File: config.mk
export PLATFORM = sky130hd
export DESIGN_NAME = tcdtc_round
export DESIGN_NICKNAME = d
export VERILOG_FILES = /design/src/sv/tcdtc_pkg.sv /design/src/sv/tcdtc_round.sv
export SDC_FILE = /design/constraint.sdc
export NUM_CORES = 1
export LEC_CHECK = 0
export ABC_CLOCK_PERIOD_IN_PS = 6650
export BUFFER_PORTS_ARGS = -buffer_cell sky130_fd_sc_hd__buf_2
export CAP_MARGIN = 10
export CORE_AREA = 2 2 217 219
export CTS_CLUSTER_DIAMETER = 200
export DETAILED_ROUTE_END_ITERATION = 6
export DIE_AREA = 0 0 219 221
export PLACE_DENSITY = 0.68
export SLEW_MARGIN = 20
export SYNTH_ARGS = -nofsm -noshare
export SYNTH_HDL_FRONTEND = slang
export SYNTH_SLANG_ARGS = --single-unit
File: constraint.sdc
create_clock -name clk -period 6.65 [get_ports clk]
set_input_delay 0.3325 -clock clk [delete_from_list [all_inputs] [get_ports clk]]
set_output_delay 0.3325 -clock clk [all_outputs]
set_load 0.02 [all_outputs]
File: src/sv/tcdtc_pkg.sv
// ----------------------------------------------------------------------------
// tcdtc_pkg
// shared types, constants and round functions of the tweakable decrypt core
// ----------------------------------------------------------------------------
package tcdtc_pkg;

  localparam int NUM_ROUNDS = 7;
  localparam int TAG_W      = 16;
  localparam int CFG_IDX_W  = 2;
  localparam int CFG_DATA_W = 64;
  localparam int TB_W       = 5;
  localparam logic [TB_W-1:0] TAG_BITS_RESET = 5'd8;

  typedef enum logic [CFG_IDX_W-1:0] {
    REG_KEY_LOW  = 2'd0,
    REG_KEY_HIGH = 2'd1,
    REG_TAG_BITS = 2'd2
  } cfg_reg_t;

  // linear layer constants: bit i = x[(A*i+B0)%n] ^ x[(A*i+B1)%n] ^ x[(A*i+B2)%n]
  localparam int LC1_A = 11, LC1_B0 = 5,  LC1_B1 = 9,  LC1_B2 = 12;
  localparam int LC2_A = 11, LC2_B0 = 1,  LC2_B1 = 26, LC2_B2 = 30;
  localparam int LT_A  = 3,  LT_B0  = 1,  LT_B1  = 26, LT_B2  = 50;
  localparam int LK_A  = 17, LK_B0  = 7,  LK_B1  = 11, LK_B2  = 14;

  typedef struct packed {
    logic [31:0]      c1;
    logic [31:0]      c2;
    logic [63:0]      t;
    logic [127:0]     k;
    logic [TAG_W-1:0] etag;
  } stage_t;

  function automatic logic [31:0] chichi32(input logic [31:0] x);
    localparam int N = 32;
    localparam int M = N / 2;
    logic [N-1:0] y;
    for (int i = 0; i < N; i++) begin
      if (i + 3 < M || (i > M && i + 2 < N))
        y[i] = x[i] ^ (~x[(i+1)%N] & x[(i+2)%N]);
      else if (i == M - 3) y[i] = x[M] ^ (~x[M-2] & x[0]);
      else if (i == M - 2) y[i] = x[M-1] ^ (~x[0] & x[1]);
      else if (i == M - 1) y[i] = ~x[M-3] ^ (~x[M] & ~x[M+1]);
      else if (i == M)     y[i] = x[M-2] ^ (~x[M+1] & x[M+2]);
      else if (i == N - 2) y[i] = x[N-2] ^ (~x[N-1] & x[M-1]);
      else                 y[i] = x[N-1] ^ (~x[M-1] & x[M]);
    end
    return y;
  endfunction

  function automatic logic [63:0] chichi64(input logic [63:0] x);
    localparam int N = 64;
    localparam int M = N / 2;
    logic [N-1:0] y;
    for (int i = 0; i < N; i++) begin
      if (i + 3 < M || (i > M && i + 2 < N))
        y[i] = x[i] ^ (~x[(i+1)%N] & x[(i+2)%N]);
      else if (i == M - 3) y[i] = x[M] ^ (~x[M-2] & x[0]);
      else if (i == M - 2) y[i] = x[M-1] ^ (~x[0] & x[1]);
      else if (i == M - 1) y[i] = ~x[M-3] ^ (~x[M] & ~x[M+1]);
      else if (i == M)     y[i] = x[M-2] ^ (~x[M+1] & x[M+2]);
      else if (i == N - 2) y[i] = x[N-2] ^ (~x[N-1] & x[M-1]);
      else                 y[i] = x[N-1] ^ (~x[M-1] & x[M]);
    end
    return y;
  endfunction

  function automatic logic [127:0] chichi128(input logic [127:0] x);
    localparam int N = 128;
    localparam int M = N / 2;
    logic [N-1:0] y;
    for (int i = 0; i < N; i++) begin
      if (i + 3 < M || (i > M && i + 2 < N))
        y[i] = x[i] ^ (~x[(i+1)%N] & x[(i+2)%N]);
      else if (i == M - 3) y[i] = x[M] ^ (~x[M-2] & x[0]);
      else if (i == M - 2) y[i] = x[M-1] ^ (~x[0] & x[1]);
      else if (i == M - 1) y[i] = ~x[M-3] ^ (~x[M] & ~x[M+1]);
      else if (i == M)     y[i] = x[M-2] ^ (~x[M+1] & x[M+2]);
      else if (i == N - 2) y[i] = x[N-2] ^ (~x[N-1] & x[M-1]);
      else                 y[i] = x[N-1] ^ (~x[M-1] & x[M]);
    end
    return y;
  endfunction

  function automatic logic [31:0] lin_c1(input logic [31:0] x);
    logic [31:0] y;
    for (int i = 0; i < 32; i++)
      y[i] = x[(LC1_A*i + LC1_B0) % 32] ^ x[(LC1_A*i + LC1_B1) % 32]
           ^ x[(LC1_A*i + LC1_B2) % 32];
    return y;
  endfunction

  function automatic logic [31:0] lin_c2(input logic [31:0] x);
    logic [31:0] y;
    for (int i = 0; i < 32; i++)
      y[i] = x[(LC2_A*i + LC2_B0) % 32] ^ x[(LC2_A*i + LC2_B1) % 32]
           ^ x[(LC2_A*i + LC2_B2) % 32];
    return y;
  endfunction

  function automatic logic [63:0] lin_t(input logic [63:0] x);
    logic [63:0] y;
    for (int i = 0; i < 64; i++)
      y[i] = x[(LT_A*i + LT_B0) % 64] ^ x[(LT_A*i + LT_B1) % 64]
           ^ x[(LT_A*i + LT_B2) % 64];
    return y;
  endfunction

  function automatic logic [127:0] lin_k(input logic [127:0] x);
    logic [127:0] y;
    for (int i = 0; i < 128; i++)
      y[i] = x[(LK_A*i + LK_B0) % 128] ^ x[(LK_A*i + LK_B1) % 128]
           ^ x[(LK_A*i + LK_B2) % 128];
    return y;
  endfunction

  // one full round; ridx is the round number 0..6
  function automatic stage_t round_f(input stage_t s, input logic [2:0] ridx);
    stage_t      r;
    logic [31:0] rc;
    logic [127:0] kx;
    rc = {29'd0, ridx} ^ (32'd1 << ({2'd0, ridx} + 5'd4));
    kx = s.k ^ {rc, 96'd0};
    r.k    = lin_k(chichi128(kx));
    r.t    = lin_t(chichi64(s.t));
    r.c1   = lin_c1(chichi32(s.c1)) ^ r.t[31:0];
    r.c2   = lin_c2(chichi32(s.c2)) ^ r.t[63:32];
    r.t    = r.t ^ r.k[63:0];
    r.etag = s.etag;
    return r;
  endfunction

endpackage

File: src/sv/tcdtc_round.sv
// ----------------------------------------------------------------------------
// tcdtc_round
// one registered round stage with valid/ready and bubble collapsing
// ----------------------------------------------------------------------------
module tcdtc_round (
  input  logic              clk,
  input  logic              rst_n,
  input  logic [2:0]        round_idx,
  input  logic              up_valid,
  output logic              up_ready,
  input  tcdtc_pkg::stage_t up_data,
  output logic              dn_valid,
  input  logic              dn_ready,
  output tcdtc_pkg::stage_t dn_data
);
  import tcdtc_pkg::*;

  logic   valid_r;
  stage_t data_r;

  assign up_ready = !valid_r || dn_ready;
  assign dn_valid = valid_r;
  assign dn_data  = data_r;

  always_ff @(posedge clk) begin
    if (!rst_n) begin
      valid_r <= 1'b0;
    end else if (up_ready) begin
      valid_r <= up_valid;
    end
  end

  always_ff @(posedge clk) begin
    if (up_ready && up_valid) begin
      data_r <= round_f(up_data, round_idx);
    end
  end

endmodule

==> flow_metrics.py, run 1 <==
metrics = {
    "status": {
        "status": "complete, no violations",
    },
    "worst_hold_path": {
        "whs_endpoint": "dn_valid",
        "min_path_type": "in -> reg",
        "hold_depth": 2,
        "hp-start": "rst_n",
    },
    "layout": {
        "final_nets": 2366,
        "multi_input_area_um2": 10100,
        "seq_area_um2": 8190,
        "drive_above_1_share_pct": 29.2,
        "layout.cells.non_filler": 2734,
        "fillCellCount": 4230,
        "fin_util_pct": 50.3,
        "syn_to_final_growth_pct": 26.3,
    },
    "synthesis": {
        "synth_ff_type": "edfxtp_1",
        "syn_inst": 1491,
        "async_reset_ff_share_pct": 0,
        "yosys_warnings": 0,
        "synth_top_family_by_area": "XOR/XNOR gates",
        "synth_fp_nets": 1770,
        "synth_area_per_cell_um2": 12.3,
        "synthSimpleGateAreaFrac_pct": 9.59,
        "synth_area_um2": 18400,
        "synth.area.mux_share_pct": 0.109,
        "synth_compound_area_share_pct": 1.08,
        "ys_seq_area_share_pct": 44.6,
        "synth-edff-count": 272,
        "ys_types": 48,
        "ys_seq_elements": 273,
        "synth_fa_ha_area_share_pct": 0,
        "synth_xor_area_share_pct": 44.2,
    },
    "clock_tree": {
        "cts_tree": "yes",
        "clock_sinks": 273,
        "h-tree-depth": 2,
        "post_cts_buffers": 0,
        "cts_buffer_depth": 3,
        "cts-root-buf": "clkbuf_16",
        "numCtsBuffers": 34,
        "clk_pin_slew_ps": 50,
        "clock_latency_ps": 540,
    },
    "grt": {
        "grt_remaining_overflow": 0,
        "grt_pass1_wl_mm": 86.4,
        "grtUsageMet1_pct": 30.8,
        "groute.usage.overall_pct": 24.9,
        "grt_busiest_layer": "met2",
        "antenna_found_initial": 24,
        "grt_use_met3_pct": 6.46,
        "grt_start_max_net_pins": 131,
        "gr-usage-met2_pct": 42.7,
        "grt_pass1_vias": 12900,
    },
    "die": {
        "pin_count": 553,
        "core-area_um2": 46100,
        "num_rows": 79,
        "start_util_pct": 39.9,
        "die_x_um": 219,
        "die_y_um": 221,
        "dieArea_um2": 48400,
    },
    "drt": {
        "drtPass1Iterations": 5,
        "wl_per_cell_um": 22.5,
        "drt_iter0_drc": 761,
        "vias": 12800,
        "ant_nets": 0,
        "drc": 0,
        "vias_per_cell": 4.67,
        "drt-total-wl_mm": 61.5,
    },
    "timing": {
        "tns_ps": 0,
        "finalSetupViolCount": 0,
        "holdWs_ps": 51.5,
        "maxSlewHeadroom_pct": 33.4,
        "fin_crit_ps": 2470,
        "worstMarginPinSlew_ps": 999,
        "hold_viol_final": 0,
        "rsz0062_at_grt": "false",
        "drv_slew": 0,
        "fmax_mhz": 405,
        "finalClockSkew_ps": 11.5,
        "min_period_over_period_pct": 37.1,
    },
    "power_and_ir_drop": {
        "peakVddDrop_v": 0.000190,
        "combinationalPowerShare_pct": 40.4,
        "power.switching_w": 0.00277,
        "p_per_area_nw_per_um2": 330,
        "p_clk_share_pct": 25.0,
        "p_leak_nw": 8.70,
        "netSwitchingFraction_pct": 36.2,
        "power.internal_w": 0.00488,
        "pwr-share-seq_pct": 34.6,
    },
    "setup_path": {
        "rrSetupSlack_ps": 4180,
        "arrival_ps": 2630,
        "endpoint_kind": "flip-flop",
        "reg2regPathDepth": 3,
        "crit_type": "reg -> reg",
        "r2r_start": "dn_valid",
        "cp.buffers_inverters": 1,
        "path_cells": "nand2b_1 -> and2_4 -> buf_4",
        "cp_slowest_cell": "buf_4",
        "crit_path_start_kind": "flip-flop",
        "crit_fanout": 80,
        "r2r-end": "dn_data[85]",
        "cp.depth": 3,
        "max_stage_delay_ps": 880,
        "required_ps": 6810,
        "path_delay_family": "buffers and inverters",
    },
    "place": {
        "gp_congestion": 0.904,
        "io_buffer_count": 552,
        "dp.cells": 2642,
        "dp_hpwl_mm": 51.5,
    },
    "job": {
        "drv_cap": 0,
    },
}
==> registers in the layout, summed over array words and instances (netlist names) <==
signal    cells
dn_data     272
dn_valid      1
==> per-stage QoR <==
step / instance area, um^2 / total power, W / setup WS [ps]
finish: 23200 / 0.00765 / 4180
CTS: 23100 / 0.00773 / 4150
global placement: 21800 / 0.00576 / 3800
global route: 23200 / 0.00799 / 4010
detailed placement: 21900 / 0.00579 / 4010
floorplan: 18400 / 0.00472 / 2210
==> layout by cell type (no fill, tap or decap), drive strengths merged, types with 3 or more instances in the layout <==
cell type and instances:
xor2 242, xnor3 15, inv 6, nor3b 3, nand2b 5, clkinv 13, and2 3, xor3 3
diode 17, bufinv 5, nor2b 245, clkbuf 38, a21oi 6, xnor2 633, o21ai 5, edfxtp 272
nor2 10, dlygate4sd3 16, nand2 4, buf 554
==> timing repair <==
| item | in CTS | in global routing |
|---|---|---|
| hold buffers | 16 | 0 |
| gates resized for setup | 0 | 0 |
| endpoints found under the setup margin | 0 | 0 |
| endpoints found under the hold margin | 16 | 0 |
==> cells by family after synthesis <==
logic type / count (synthesis)
buffers and inverters: 15
AO/OA/AOI/OAI: 25
XOR/XNOR: 893
flip-flops: 273
AND/OR/NAND/NOR: 283
multiplexers: 2
==> synth_stat cells (2+ instances only) <==
cell	number	area share (%)
xor2_1	241	11
buf_4	2	0.082
xnor2_2	4	0.35
buf_6	2	0.12
xor3_1	3	0.39
xnor2_1	629	30
buf_2	3	0.082
inv_1	4	0.082
xnor3_1	15	1.8
nand3_1	2	0.055
nor2_1	9	0.18
nand2b_1	5	0.17
nor3b_1	3	0.12
a21boi_0	2	0.082
nor2b_1	245	8.3
nand2_1	4	0.082
clkbuf_1	3	0.061
a311o_1	2	0.11
mux2i_1	2	0.11
nand4_1	2	0.068
and2_1	3	0.10
o21ai_0	4	0.11
edfxtp_1	272	44
a21oi_1	6	0.16
==> area by class of cell <==
class,instances,area share [%]
Multi-Input combinational cell,1203,43.6
Sequential cell,273,35.3
Timing Repair Buffer,570,12.7
Clock buffer,38,3.83
Tap cell,607,3.28
Clock inverter,21,1.01
Antenna cell,17,0.184
Inverter,5,0.0810
==> worst max path at each step <==
| stage | start | slack, ps | to |
|---|---|---|---|
| 2_1_floorplan | dn_valid | 2210 | dn_data[0] |
| 3_3_place_gp | up_data[16] | 3800 | dn_data[192] |
| 3_5_place_dp | dn_ready | 4010 | dn_data[122] |
| 4_1_cts | dn_valid | 4150 | dn_data[100] |
| 5_1_grt | dn_valid | 4010 | dn_data[100] |
| 6_report | dn_valid | 4180 | dn_data[85] |
==> worst register-to-register path: stages (launching register included) <==
cell and delay (ps):
dfxtp_1 300, nand2b_1 90, and2_4 730, buf_4 890
==> per-layer routing <==
layer	share of wire, %	vias up
li1	-	6091
met1	40	6088
met2	50	491
met3	7.8	83
met4	2.4	12
met5	0.12	-
==> power by group through the flow <==
stage / combinational [W] / sequential, W / clock [W]
CTS: 0.00313 / 0.00265 / 0.00195
global route: 0.00330 / 0.00268 / 0.00201
finish: 0.00309 / 0.00265 / 0.00191
global placement: 0.00308 / 0.00268 / 0
floorplan: 0.00153 / 0.00319 / 0
detailed placement: 0.00311 / 0.00268 / 0
No activity file was read; power rests on OpenSTA's default activity.
==> run 2: changes to the inputs <==
Settings changed: ABC_CLOCK_PERIOD_IN_PS 6650 to 2400, CORE_AREA 2 2 217 219 to 2 2 213 215, DIE_AREA 0 0 219 221 to 0 0 215 217.
Clock period 6.65 ns to 2.4 ns, I/O delays scaled along.
==> run 2 against run 1 <==
  * Critical path depth increased by 3
  * Sequential power increased to 2.8 times the previous value
  * Utilization increased by 2.7 points
  * Cell count increased by 2.2%
  * Clock skew decreased by 3.6 ps
  * Cell area increased by 2.3%
  * Setup slack got worse by 3400 ps
  * First-iteration DRC count increased by 5.4%
  * Flip-flop and latch count unchanged
  * Non-clock buffer count increased by 71
  * Total power increased to 2.8 times the previous value
==> flow_metrics.py, run 2 (synthesized netlist as in run 1, its figures left out) <==
metrics = {
    "place": {
        "gp_congestion": 0.902,
        "dp_hpwl_mm": 53.6,
        "io_buffer_count": 552,
    },
    "drt": {
        "drtPass1Iterations": 5,
        "ant_nets": 0,
        "vias": 13000,
        "drt_iter0_drc": 802,
        "drc": 0,
        "drt-total-wl_mm": 62.9,
        "wl_per_cell_um": 22.5,
        "vias_per_cell": 4.66,
    },
    "timing": {
        "min_period_over_period_pct": 67.3,
        "holdWs_ps": 56.1,
        "finalSetupViolCount": 0,
        "finalClockSkew_ps": 7.84,
        "fmax_mhz": 619,
        "maxSlewHeadroom_pct": 44.4,
        "fin_crit_ps": 1610,
        "hold_viol_final": 0,
        "drv_slew": 0,
        "rsz0062_at_grt": "false",
        "worstMarginPinSlew_ps": 829,
        "tns_ps": 0,
    },
    "setup_path": {
        "endpoint_kind": "flip-flop",
        "crit_path_start_kind": "input port",
        "crit_top_cell": "xnor2_1",
        "path_delay_family": "XOR/XNOR gates",
        "crit_type": "in -> reg",
        "arrival_ps": 1940,
        "path_cells": "buf_2 -> nor2b_1 -> xnor2_1 -> xor2_1 -> xnor2_1 -> xnor3_1",
        "max_stage_delay_ps": 480,
        "cp.buffers_inverters": 1,
        "required_ps": 2720,
        "crit_fanout": 3,
        "cp_slowest_cell": "xnor2_1",
    },
    "power_and_ir_drop": {
        "p_per_area_nw_per_um2": 897,
        "peakVddDrop_v": 0.000554,
        "p_leak_nw": 9.03,
    },
    "worst_hold_path": {
        "min_path_type": "in -> reg",
    },
    "clock_tree": {
        "post_cts_resize_count": 0,
        "clock_latency_ps": 580,
        "clock_sinks": 273,
        "clk_pin_slew_ps": 60,
        "cts_buffer_depth": 3,
        "cts_tree": "yes",
        "numCtsBuffers": 30,
        "cts-root-buf": "clkbuf_16",
        "h-tree-depth": 1,
    },
    "layout": {
        "final_nets": 2433,
        "final_common_cell": "xnor2_1",
        "largest_register_ffs": 272,
        "syn_to_final_growth_pct": 29.2,
        "drive_above_1_share_pct": 31.7,
        "layout_common_cells": "629 x xnor2_1, 552 x buf_2, 272 x edfxtp_1",
        "fillCellCount": 4068,
    },
    "grt": {
        "groute.usage.overall_pct": 26.3,
        "grt_start_max_net_pins": 69,
        "grt_remaining_overflow": 0,
        "grt_pass1_vias": 13500,
        "antenna_found_initial": 20,
        "grt_pass1_wl_mm": 89.6,
    },
    "die": {
        "die_x_um": 215,
        "num_rows": 78,
        "core-area_um2": 44700,
        "pin_count": 553,
        "die_y_um": 217,
        "start_util_pct": 41.1,
        "dieArea_um2": 46700,
    },
    "job": {
        "drv_cap": 0,
    },
    "status": {
        "status": "complete, no violations",
    },
}
==> run 2: per-stage QoR <==
| step | util [%] | std cells | power, W | setup WS, ps | area, um^2 |
|---|---|---|---|---|---|
| global placement | 50.2 | 2704 | 0.0163 | 246 | 22400 |
| CTS | 53.0 | 2778 | 0.0215 | 824 | 23700 |
| finish | 53.1 | 2795 | 0.0213 | 785 | 23700 |
| global route | 53.0 | 2788 | 0.0222 | 713 | 23700 |
| floorplan | - | 1491 | 0.0131 | -433 | 18400 |
| detailed placement | 50.2 | 2704 | 0.0164 | 215 | 22400 |
==> run 2: layout make-up <==
cell class                      count  area (um^2)  area share (%)
Sequential cell                   273         8190            34.5
Timing Repair Buffer              641         3550            15.0
Tap cell                          600          751            3.16
Inverter                            5         18.8          0.0791
Antenna cell                       17         42.5           0.179
Multi-Input combinational cell   1203        10100            42.6
Clock buffer                       32          779            3.29
Clock inverter                     24          285            1.20
==> run 2: worst reg2reg max path: stages, from the launching register on <==
cell and delay (ps):
dfxtp_4 360, nand2b_4 70, and2_4 310, buf_12 250, buf_12 280
==> run 2: per-layer routing <==
layer	track usage, %	part of all wire, %	wire length [um]	vias to the layer above
met4	7.36	2.6	1610	12
li1	-	-	-	6218
met3	5.66	6.5	4070	71
met5	0	0.13	79	-
met2	45.7	49	31000	436
met1	33.0	42	26100	6300
==> run 2: final timing paths <==
check	start	to	slack [ps]	cells past startpoint
max	up_data[178]	dn_data[202]	790	6
min	up_data[111]	dn_data[81]	60	3
max reg2reg	dn_valid	dn_data[38]	810	4
min reg2reg	dn_valid	dn_data[131]	840	2
==> run 2: where the power goes <==
part	total, W	internal [W]	switching [W]
Clock	0.00500	0.00299	0.00200
Combinational	0.00890	0.00358	0.00532
Sequential	0.00737	0.00700	0.000373
==> run 2: timing repair <==
item / CTS / global route
endpoints found under the hold margin: 17 / 0
buffers inserted: 0 / 0
hold buffers: 18 / 0
==> run 3: changes to the inputs <==
Settings changed: ABC_CLOCK_PERIOD_IN_PS 2400 to 1450, CORE_AREA 2 2 213 215 to 2 2 217 219, DIE_AREA 0 0 215 217 to 0 0 219 221.
Clock period 2.4 ns to 1.45 ns, I/O delays scaled along.
==> run 3 against run 2 <==
  * Cell count increased by 14%
  * Total power increased by 75%
  * First-iteration DRC count decreased by 16%
  * Utilization increased by 5.4 points
  * Sequential share of layout area decreased by 4.1 points
  * Clock power increased by 69%
  * Clock-buffer cell count increased by 11
  * Via count increased by 11%
  * Combinational power increased by 87%
  * Worst hold slack improved by 17 ps
  * Non-clock buffer count increased by 379
  * Highest routed layer unchanged
==> flow_metrics.py, run 3 (synthesized netlist as in run 1, its figures left out) <==
metrics = {
    "timing": {
        "finalSetupViolCount": 0,
        "tns_ps": 0,
        "fin_crit_ps": 1410,
        "fmax_mhz": 711,
        "min_period_over_period_pct": 97.0,
        "finalClockSkew_ps": 9.20,
        "holdWs_ps": 73.6,
        "hold_viol_final": 0,
        "rsz0062_at_grt": "false",
        "drv_slew": 0,
        "worstMarginPinSlew_ps": 711,
        "maxSlewHeadroom_pct": 52.3,
    },
    "grt": {
        "antenna_found_initial": 34,
        "grt_use_met3_pct": 6.65,
        "gr-usage-met2_pct": 45.5,
        "grt_start_max_net_pins": 71,
        "grtUsageMet1_pct": 32.2,
        "grt_pass1_vias": 15200,
        "groute.usage.overall_pct": 26.7,
        "grt_pass1_wl_mm": 94.0,
        "grt_remaining_overflow": 0,
        "grt_busiest_layer": "met2",
    },
    "die": {
        "start_util_pct": 39.9,
        "num_rows": 79,
        "pin_count": 553,
        "die_x_um": 219,
        "core-area_um2": 46100,
        "die_y_um": 221,
        "dieArea_um2": 48400,
    },
    "worst_hold_path": {
        "hp-start": "up_data[71]",
        "min_path_type": "in -> reg",
        "hold_depth": 3,
        "whs_endpoint": "dn_data[124]",
    },
    "layout": {
        "final_nets": 2816,
        "drive_above_1_share_pct": 42.8,
        "syn_to_final_growth_pct": 46.6,
        "fin_area_um2": 26900,
        "layout_common_cells": "620 x xnor2_1, 552 x buf_2, 437 x buf_4",
        "fillCellCount": 3997,
        "final_common_cell": "xnor2_1",
        "largest_register_ffs": 272,
    },
    "setup_path": {
        "crit_fanout": 3,
        "r2r_start": "dn_valid",
        "cp_slowest_cell": "xnor3_1",
        "crit_type": "in -> reg",
        "arrival_ps": 1690,
        "reg2regPathDepth": 4,
        "required_ps": 1730,
        "path_cells": "buf_2 -> nor2b_1 -> xnor2_1 -> xor2_1 -> xnor2_2 -> xnor3_1",
        "endpoint_kind": "flip-flop",
        "cp.buffers_inverters": 1,
        "crit_path_start_kind": "input port",
        "rrSetupSlack_ps": 60,
        "r2r-end": "dn_data[34]",
        "max_stage_delay_ps": 470,
        "path_delay_family": "XOR/XNOR gates",
    },
    "status": {
        "status": "complete, no violations",
    },
    "power_and_ir_drop": {
        "peakVddDrop_v": 0.000886,
        "p_per_area_nw_per_um2": 1380,
        "p_leak_nw": 11.0,
        "finalPower_w": 0.0373,
    },
    "clock_tree": {
        "clk_pin_slew_ps": 60,
        "post_cts_buffers": 0,
        "h-tree-depth": 2,
        "cts-root-buf": "clkbuf_16",
        "cts_buffer_depth": 3,
        "clock_sinks": 273,
        "cts_tree": "yes",
        "clock_latency_ps": 540,
        "numCtsBuffers": 34,
    },
    "drt": {
        "drt-total-wl_mm": 65.7,
        "drt_iter0_drc": 676,
        "drc": 0,
        "vias": 14500,
        "drtPass1Iterations": 4,
        "vias_per_cell": 4.54,
        "wl_per_cell_um": 20.6,
        "ant_nets": 0,
    },
    "place": {
        "placed_area_um2": 25600,
        "dp_hpwl_mm": 56.3,
        "io_buffer_count": 552,
        "gp_congestion": 0.943,
    },
    "job": {
        "drv_cap": 0,
    },
}
==> run 3: cell types whose count changed in the layout (fill, tap and decap cells not counted), sizes merged <==
cell,change
clkinv,-1
inv,+1
clkinvlp,-2
bufinv,-4
clkbuf,+11
buf,+379
diode,+7
==> run 3: area by class of cell <==
class	count	area [um^2]	share of cell area [%]
Inverter	5	18.8	0.0697
Timing Repair Buffer	1020	6480	24.1
Sequential cell	273	8190	30.4
Clock inverter	18	144	0.535
Clock buffer	43	948	3.52
Antenna cell	24	60.1	0.223
Tap cell	607	759	2.82
Multi-Input combinational cell	1203	10300	38.3
==> run 3: worst max-delay path by stage <==
stage,from,endpoint,cells past startpoint
floorplan,dn_valid,dn_data[0],2
global placement,up_data[193],dn_data[151],8
detailed placement,round_idx[0],dn_data[59],7
CTS,up_data[193],dn_data[202],6
global route,round_idx[0],dn_data[142],8
finish,up_data[193],dn_data[202],6
==> run 3: routing by layer <==
metal,part of all wire [%],routed length [um],up-vias
li1,-,-,6999
met1,40,26300,6929
met2,49,32200,435
met3,7.0,4600,115
met4,3.8,2480,20
met5,0.19,128,-
==> run 3: worst min-delay path, stage by stage <==
cell and delay (ps):
buf_2 100, xnor2_1 140, xnor2_1 180
==> run 3: timing repair <==
item                                    CTS  global route
gates resized for setup                   0             2
endpoints found under the setup margin    0             3
hold buffers                             18             0
endpoints found under the hold margin    17             0
==> run 3: report_power, final <==
part           internal [W]  switching, W  total (W)
clock               0.00499       0.00343    0.00843
sequential           0.0116      0.000633     0.0122
combinational       0.00743       0.00919     0.0166
total                0.0240        0.0133     0.0373
==> run 3: stage by stage <==
step	cells	worst slack, ps	utilization [%]
2_1_floorplan	1491	-1380	-
3_3_place_gp	3090	-480	55.5
3_5_place_dp	3090	-534	55.5
4_1_cts	3169	27.9	58.3
5_1_grt	3184	21.0	58.4
6_report	3193	43.3	58.4
